**src/rtl/core/pcm_pkg.sv**
```systemverilog
// Shared constants, command and status types for the covariance matrix block.
package pcm_pkg;

   localparam int MAX_DIMS    = 8;
   localparam int MAX_RECORDS = 256;
   localparam int DIM_W       = $clog2(MAX_DIMS);
   localparam int REC_W       = $clog2(MAX_RECORDS);
   localparam int CNT_W       = REC_W + 1;
   localparam int CFG_W       = 4;
   localparam int SMP_W       = 32;
   localparam int ACC_W       = 80;
   localparam int COV_W       = 64;
   localparam int STORE_DEPTH = MAX_RECORDS * MAX_DIMS;
   localparam int ADDR_W      = REC_W + DIM_W;

   typedef enum logic [3:0] {
      OP_NONE,
      OP_CLR,
      OP_READ,
      OP_SUM,
      OP_RDA,
      OP_RDB,
      OP_DEV,
      OP_MUL,
      OP_ACC,
      OP_ABS,
      OP_DIV,
      OP_MEAN,
      OP_COV,
      OP_FIN
   } op_type;

   typedef struct packed {
      op_type             op;
      logic               load;
      logic [REC_W-1:0]   rec;
      logic [DIM_W-1:0]   dim;
   } cmd_type;

   typedef struct packed {
      logic [CNT_W-1:0]   n_records;
      logic               n_zero;
      logic [CFG_W-1:0]   dims;
      logic               div_busy;
   } sts_type;

endpackage

```
**src/rtl/core/pcm_ctrl.sv**
```systemverilog
// Controller: load handshake, mean and covariance loops, result handshake.
module pcm_ctrl (
   input  logic                        clock,
   input  logic                        reset,
   input  logic                        req_valid,
   input  logic                        req_last_record,
   output logic                        req_stall,
   output logic                        rsp_valid,
   input  logic                        rsp_stall,
   output logic [pcm_pkg::DIM_W-1:0]   rsp_row_index,
   output logic [pcm_pkg::DIM_W-1:0]   rsp_col_index,
   output logic                        rsp_last_entry,
   input  pcm_pkg::sts_type            sts,
   output pcm_pkg::cmd_type            cmd
);

   typedef enum logic [4:0] {
      S_LOAD, S_START,
      S_M_RD, S_M_SUM, S_M_ABS, S_M_GO, S_M_WAIT, S_M_WR,
      S_C_RDA, S_C_RDB, S_C_DEV, S_C_MUL, S_C_ACC,
      S_C_ABS, S_C_GO, S_C_WAIT, S_C_WR, S_OUT
   } state_type;

   state_type                   state_ff, state_in;
   logic [pcm_pkg::CNT_W-1:0]   rec_ff, rec_in;
   logic [pcm_pkg::DIM_W-1:0]   row_ff, row_in;
   logic [pcm_pkg::DIM_W-1:0]   col_ff, col_in;
   logic [pcm_pkg::CFG_W-1:0]   last_dim;
   logic                        rec_last, row_last, col_last;

   assign last_dim = sts.dims - pcm_pkg::CFG_W'(1);
   assign rec_last = (rec_ff + pcm_pkg::CNT_W'(1)) == sts.n_records;
   assign row_last = pcm_pkg::CFG_W'(row_ff) == last_dim;
   assign col_last = pcm_pkg::CFG_W'(col_ff) == last_dim;

   // next state, loop counters and command
   always_comb begin
      state_in = state_ff;
      rec_in   = rec_ff;
      row_in   = row_ff;
      col_in   = col_ff;
      cmd.op   = pcm_pkg::OP_NONE;
      cmd.load = 1'b0;
      cmd.rec  = rec_ff[pcm_pkg::REC_W-1:0];
      cmd.dim  = row_ff;
      unique case (state_ff)
         S_LOAD: begin
            cmd.load = req_valid;
            if (req_valid && req_last_record) begin
               state_in = S_START;
               rec_in   = '0;
               row_in   = '0;
               col_in   = '0;
            end
         end
         S_START: begin
            cmd.op   = pcm_pkg::OP_CLR;
            state_in = sts.n_zero ? S_OUT : S_M_RD;
         end
         S_M_RD: begin
            cmd.op   = pcm_pkg::OP_READ;
            state_in = S_M_SUM;
         end
         S_M_SUM: begin
            cmd.op = pcm_pkg::OP_SUM;
            if (rec_last) begin
               rec_in   = '0;
               state_in = S_M_ABS;
            end else begin
               rec_in   = rec_ff + pcm_pkg::CNT_W'(1);
               state_in = S_M_RD;
            end
         end
         S_M_ABS: begin
            cmd.op   = pcm_pkg::OP_ABS;
            state_in = S_M_GO;
         end
         S_M_GO: begin
            cmd.op   = pcm_pkg::OP_DIV;
            state_in = S_M_WAIT;
         end
         S_M_WAIT: begin
            if (!sts.div_busy) begin
               state_in = S_M_WR;
            end
         end
         S_M_WR: begin
            cmd.op = pcm_pkg::OP_MEAN;
            if (row_last) begin
               row_in   = '0;
               state_in = S_C_RDA;
            end else begin
               row_in   = row_ff + pcm_pkg::DIM_W'(1);
               state_in = S_M_RD;
            end
         end
         S_C_RDA: begin
            cmd.op   = pcm_pkg::OP_RDA;
            state_in = S_C_RDB;
         end
         S_C_RDB: begin
            cmd.op   = pcm_pkg::OP_RDB;
            cmd.dim  = col_ff;
            state_in = S_C_DEV;
         end
         S_C_DEV: begin
            cmd.op   = pcm_pkg::OP_DEV;
            cmd.dim  = col_ff;
            state_in = S_C_MUL;
         end
         S_C_MUL: begin
            cmd.op   = pcm_pkg::OP_MUL;
            state_in = S_C_ACC;
         end
         S_C_ACC: begin
            cmd.op = pcm_pkg::OP_ACC;
            if (rec_last) begin
               rec_in   = '0;
               state_in = S_C_ABS;
            end else begin
               rec_in   = rec_ff + pcm_pkg::CNT_W'(1);
               state_in = S_C_RDA;
            end
         end
         S_C_ABS: begin
            cmd.op   = pcm_pkg::OP_ABS;
            state_in = S_C_GO;
         end
         S_C_GO: begin
            cmd.op   = pcm_pkg::OP_DIV;
            state_in = S_C_WAIT;
         end
         S_C_WAIT: begin
            if (!sts.div_busy) begin
               state_in = S_C_WR;
            end
         end
         S_C_WR: begin
            cmd.op   = pcm_pkg::OP_COV;
            state_in = S_OUT;
         end
         S_OUT: begin
            if (!rsp_stall) begin
               if (row_last && col_last) begin
                  cmd.op   = pcm_pkg::OP_FIN;
                  state_in = S_LOAD;
               end else begin
                  if (col_last) begin
                     col_in = '0;
                     row_in = row_ff + pcm_pkg::DIM_W'(1);
                  end else begin
                     col_in = col_ff + pcm_pkg::DIM_W'(1);
                  end
                  state_in = sts.n_zero ? S_OUT : S_C_RDA;
               end
            end
         end
         default: begin
            state_in = S_LOAD;
         end
      endcase
   end

   // hold state and loop counters
   always_ff @(posedge clock) begin
      if (reset) begin
         state_ff <= S_LOAD;
         rec_ff   <= '0;
         row_ff   <= '0;
         col_ff   <= '0;
      end else begin
         state_ff <= state_in;
         rec_ff   <= rec_in;
         row_ff   <= row_in;
         col_ff   <= col_in;
      end
   end

   assign req_stall      = state_ff != S_LOAD;
   assign rsp_valid      = state_ff == S_OUT;
   assign rsp_row_index  = row_ff;
   assign rsp_col_index  = col_ff;
   assign rsp_last_entry = row_last && col_last;

   assert property (@(posedge clock) disable iff (reset)
      !req_stall |-> !rsp_valid)
      else $error("input taken while a result is shown");

   assert property (@(posedge clock) disable iff (reset)
      state_ff == S_LOAD |-> !sts.div_busy)
      else $error("divider busy while loading");

   assert property (@(posedge clock) disable iff (reset)
      state_ff == S_C_ACC |-> rec_ff < sts.n_records)
      else $error("record loop ran past the record count");

endmodule

```
**config.mk**
```make
export PLATFORM = sky130hd
export DESIGN_NAME = pcm_ctrl
export DESIGN_NICKNAME = d
export VERILOG_FILES = /design/src/rtl/core/pcm_pkg.sv /design/src/rtl/core/pcm_ctrl.sv
export SDC_FILE = /design/constraint.sdc
export NUM_CORES = 1
export LEC_CHECK = 0
export ABC_AREA = 1
export BUFFER_PORTS_ARGS = -buffer_cell sky130_fd_sc_hd__buf_2
export CAP_MARGIN = 40
export CORE_ASPECT_RATIO = 1.75
export CORE_MARGIN = 1.5
export CORE_UTILIZATION = 35
export DETAILED_ROUTE_END_ITERATION = 6
export GPL_ROUTABILITY_DRIVEN = 0
export GPL_TIMING_DRIVEN = 0
export HOLD_SLACK_MARGIN = 0.1
export PLACE_DENSITY = 0.54
export SKIP_CTS_REPAIR_TIMING = 1
export SYNTH_ARGS = -nofsm -noshare
export SYNTH_HDL_FRONTEND = slang
export SYNTH_SLANG_ARGS = --single-unit
```
**constraint.sdc**
```tcl
create_clock -name clock -period 2.31 [get_ports clock]
set_input_delay 0.1155 -clock clock [delete_from_list [all_inputs] [get_ports clock]]
set_output_delay 0.1155 -clock clock [all_outputs]
set_load 0.01 [all_outputs]
```
Word level (Yosys, flattened, before mapping)
Cells that the tools add are included.
{"block": "word_totals", "ff_bits": 20, "inputBits": 20, "out_inout_bits": 25}
{"block": "classes", "add_sub_neg": 4, "eq_ne": 26, "mux": 29, "reduce_logical": 15}
{"cell": "one-hot mux 5 bit (18 select lines)", "n": 1}
{"cell": "one-hot mux 4 bit (13 select lines)", "n": 1}
{"cell": "== test 5 x 4 -> 1 bit (second input constant)", "n": 8}
{"cell": "2-to-1 mux 5 bit", "n": 7}
{"cell": "2-to-1 mux 3 bit", "n": 11}
{"cell": "== test 5 x 3 -> 1 bit (second input constant)", "n": 4}
{"cell": "2-to-1 mux 9 bit", "n": 2}
{"cell": "one-hot mux 9 bit (2 select lines)", "n": 1}
{"cell": "2-to-1 mux 4 bit", "n": 3}
{"cell": "== test 5 x 2 -> 1 bit (second input constant)", "n": 2}
{"cell": "== test 5 bit (second input constant)", "n": 2}
{"cell": "!= test 2 bit (second input constant)", "n": 5}
{"cell": "adder 9 x 1 -> 9 bit (second input constant)", "n": 1}
{"cell": "== test 9 bit", "n": 1}
{"cell": "one-hot mux 3 bit (3 select lines)", "n": 1}
{"cell": "== test 3 x 4 -> 1 bit", "n": 2}
{"cell": "AND reduction 4 bit", "n": 2}
{"cell": "OR reduction 2 bit", "n": 4}
{"cell": "adder 3 x 1 -> 3 bit (second input constant)", "n": 2}
{"cell": "one-hot mux 3 bit (2 select lines)", "n": 1}
{"cell": "== test 5 x 1 -> 1 bit (second input constant)", "n": 1}
{"cell": "zero test 5 bit", "n": 1}
{"cell": "AND reduction 5 bit", "n": 1}
{"cell": "nonzero test 5 bit", "n": 1}
{"cell": "7 further kinds", "n": 9}

Depth between registers and ports, before layout
{"block": "depth", "ltp_word": 6, "depth_mapped": 16, "mapped_depth_nobuf": 16}

Worst setup path after synthesis
OpenSTA, ideal clock, no wires.
{"block": "synth_timing", "kind": "register to register", "startpoint": "register rec_ff[0] in the netlist's numbering", "endpoint": "register rec_ff[7] in the netlist's numbering", "arrival_ns": 1.631, "required_ns": 2.179, "setup_slack_ns": 0.548, "stages_incl_launch_ff": 14, "synth_period_minus_slack_ns": 1.762, "cell_sequence": "dfxtp_1 -> ha_1 -> nand2_2 -> nor2_1 -> nand2_1 -> nand2_2 -> nand2_1 -> nand2_1 -> nand2_1 -> nor2_2 -> nand3_2 -> and2_4 -> nand2_1 -> a21oi_2"}
{"block": "synth_via", "elab_chain_cells": 4}
{"item": "start: declaration", "line": "pcm_ctrl.sv:25", "source": "logic [pcm_pkg::CNT_W-1:0] rec_ff, rec_in;"}
{"item": "start signal: assignment", "line": "pcm_ctrl.sv:173", "source": "rec_ff <= rec_in;"}
{"item": "adder 9 x 1 -> 9 bit *", "line": "pcm_ctrl.sv:32, pcm_ctrl.sv:70, pcm_ctrl.sv:121"}
{"item": "== test 9 bit", "line": "pcm_ctrl.sv:32", "source": "assign rec_last = (rec_ff + pcm_pkg::CNT_W'(1)) == sts.n_records;"}
{"item": "2-to-1 mux 9 bit *", "line": "pcm_ctrl.sv:66, pcm_ctrl.sv:117"}
{"item": "one-hot mux 9 bit (2 select lines) *", "line": "pcm_ctrl.sv:46", "source": "unique case (state_ff)"}
Every way passes the cells marked *; elsewhere a longest branch is shown, timed or not.
A chain may end at the register's enable or synchronous reset.

==> impl_metrics.csv <==
group,metric,value,unit
timing,relSlewSlack,61.7,%
floorplanning,core,0.00559,mm2
setup_path,arrival,1.98,ns
timing,finalSetupViolCount,0,
grt,antenna_found_initial,0,
routing,dr.pass1.iters,4,
power_and_ir_drop,p_leak,0.00120,uW
cts,insertion_delay,0.27,ns
synth,synthDistinctLibCells,36,
finish,insertedDiodeCount,0,
timing,period_share,90.6,%
synth,muxShareOfSynthArea,0,%
power_and_ir_drop,ir_worst_vdd,255,uV
synth,ys_top_cells_by_count,"109 x nand2_1, 43 x inv_1, 29 x nand3_1, 24 x nor2_1, 20 x dfxtp_1",
synth,synth-xor-area-share,3.47,%
setup_path,crit_chain,"xnor2_1 > nor2_2 > nand3_4 > nor2_4 > nand2_2 > or2_1 > nand2_1 > inv_2 > nand4_2 > buf_2",
setup_path,start_kind,"register",
routing,via_per_inst,4.82,
cts,cts_buffers,3,
cts,ctsLongestPathBuffers,2,
power_and_ir_drop,power.internal,731,uW
finish,drive_gt1_share,24.9,%
synth,syn_inst,343,
synth,synth_area_leaders,"nand2_1 20%, dfxtp_1 20%, inv_1 8.0%",
grt,grt_pass1_wl,8.90,mm
timing,final_max_slew_viol_count,0,
cts,cts_tree,"done",
routing,dr_total_vias,2246,
synth,synth_edf_count,0,
setup_path,crit_required,2.19,ns
routing,ant_nets,0,
floorplanning,row_count,36,
timing,worstMarginPinSlew,0.570,ns
synth,yosysTopAreaCellShare,20.3,%
cts,cts-root-buf,"clkbuf_8",
setup_path,crit_buf_inv,2,
synth,synth_flop_cell,"dfxtp_1",
finish,areaGrowthSynthToFinish,18.9,%
outcome,outcome,"complete, no violations",
grt,grt_max_degree,13,
timing,min_period,2.09,ns
grt,grt_use_total,18.7,%
cts,clkTransAtPathRegs,0.08,ns
setup_path,end_kind,"output pin",
power_and_ir_drop,switching_share,35.1,%
synth,synthSimpleGateAreaFrac,48.4,%
synth,synth_nets,367,
setup_path,crit_fanout,7,
timing,fmax,478,MHz
synth,syn_avg_cell_area,5.88,um2
timing,fin_tns_setup,0,ns
placed_design,hpwl,4.67,mm
timing,hold_viol_final,0,
synth,synth_fa_ha_area_share,2.48,%
synth,synth_top_family_by_area,"simple AND/OR/NAND/NOR gates",
floorplanning,die_h,103,um
floorplanning,dieArea,0.00625,mm2
routing,wl,5.60,mm
power_and_ir_drop,p_sw,396,uW
placed_design,placed_cells,462,
finish,finalNonFillerCells,466,
synth,synth_top_area_cell,"nand2_1",
synth,syn_area,0.00202,mm2
cts,clkSinkCount,20,
power_and_ir_drop,p_comb_share,33.2,%
synth,yosys.cell_count.top_type,"nand2_1",
synth,ys_ff_latch,20,
finish,nets,415,
floorplanning,start_util,36.1,%
setup_path,critical_path.top_delay_family,"simple AND/OR/NAND/NOR gates",
timing,rsz0062_at_grt,"no",
run,cap_violations,0,
cts,ctsHtreeMaxLevel,1,
grt,grt-ovfl-total,0,
synth,synth.yosys.seq_area_share,19.9,%
routing,wl_per_cell,12.0,um
setup_path,slowest_delay,0.48,ns
routing,drc,0,
routing,drt_iter0_drc,97,
power_and_ir_drop,seq_power_share,34.5,%
power_and_ir_drop,power.share.clock,32.4,%
setup_path,crit_type,"reg2out",
power_and_ir_drop,power_density,470,mW/mm2
min_path,hp-class,"in2reg",
timing,finalClockSkew,0.00230,ns
synth,synth-compound-area-share,11.4,%
floorplanning,ioPinCount,45,
placed_design,io_buffers,43,
grt,first_global_vias,2067,
synth,synthArstFlopShare,0,%
synth,ys_warn_count,0,
setup_path,crit_path_top_delay_cell,"dfxtp_1",
floorplanning,fp.dieW,60.4,um
## power groups by stage
stage,clock [uW],sequential [uW],combinational [uW]
2_1_floorplan,0,396,269
3_5_place_dp,0,397,376
4_1_cts,368,389,378
3_3_place_gp,0,396,374
6_report,364,388,373
5_1_grt,380,391,427
## tightest hold or removal path, cell delays in order
cell and delay, ns:
buf_2 0.10, nand2_1 0.05, a21oi_1 0.05
## metal layers
layer	up-vias	share of wire (%)	wire length [um]	global-route usage, %
li1	1181	-	-	-
met4	0	1.6	89	6.15
met1	991	38	2130	18.1
met5	-	0	0	0
met3	9	3.2	181	1.37
met2	65	57	3210	38.9
## registers in the layout (all words and copies together), names as in the netlist
register       cells
rsp_col_index      3
rec_ff             9
state_ff           5
rsp_row_index      3
## path summary, 6_finish.rpt
path,from,to,slack [ns],cells past startpoint
hold / removal,sts[0],state_ff[3],0.10,3
hold reg to reg,rec_ff[8],rec_ff[8],0.49,2
setup / recovery,rsp_row_index[0],cmd[15],0.22,10
setup reg to reg,rec_ff[0],rec_ff[7],0.24,11
## per-stage QoR
stage / hold slack, ns / instance area (um2) / power, uW / utilization [%] / setup WS (ns)
detailed placement: 0.395 / 2330 / 773 / 41.7 / 0.227
global route: 0.135 / 2400 / 1200 / 42.9 / 0.0215
global placement: 0.393 / 2330 / 770 / 41.7 / 0.242
floorplan: 0.263 / 2020 / 665 / - / 0.548
finish: 0.101 / 2400 / 1130 / 42.9 / 0.217
CTS: 0.111 / 2400 / 1130 / 42.9 / 0.187
## final cells by class
| class | instances | area, um2 |
|---|---|---|
| Multi-Input combinational cell | 255 | 1330 |
| Tap cell | 76 | 95.1 |
| Inverter | 55 | 206 |
| Clock inverter | 1 | 30.0 |
| Clock buffer | 3 | 41.3 |
| Fill cell | 658 | 3190 |
| Buffer | 13 | 85.1 |
| Timing Repair Buffer | 43 | 215 |
| Sequential cell | 20 | 400 |
## placed cells by master, fill, tap and decap left out, types with 2 or more instances in the layout
master      n
nand2_2     6
clkbuf_8    3
and2_4      2
ha_1        4
nor2_1     24
nand3_1    29
nor2_4      5
nor2_2      6
a21oi_1    18
xor2_1      3
nand4_2     2
nand4_1    10
nand2_1   109
inv_2      11
o21ai_0     9
xnor2_1     5
buf_4       9
dfxtp_1    20
nor3_1      4
buf_2      45
inv_1      43
o311ai_0    2
o21ai_1     3
nand3_2     3
nand3b_1    2
## logic make-up (layout without fill, tap and decap cells)
logic type,Yosys count,after routing
adder cells (fa/ha/maj),4,4
XOR/XNOR,8,8
buffers and inverters,68,115
AO/OA/AOI/OAI,38,38
AND/OR/NAND/NOR,205,205
flip-flops,20,20
(Power assumes the default switching activity.)
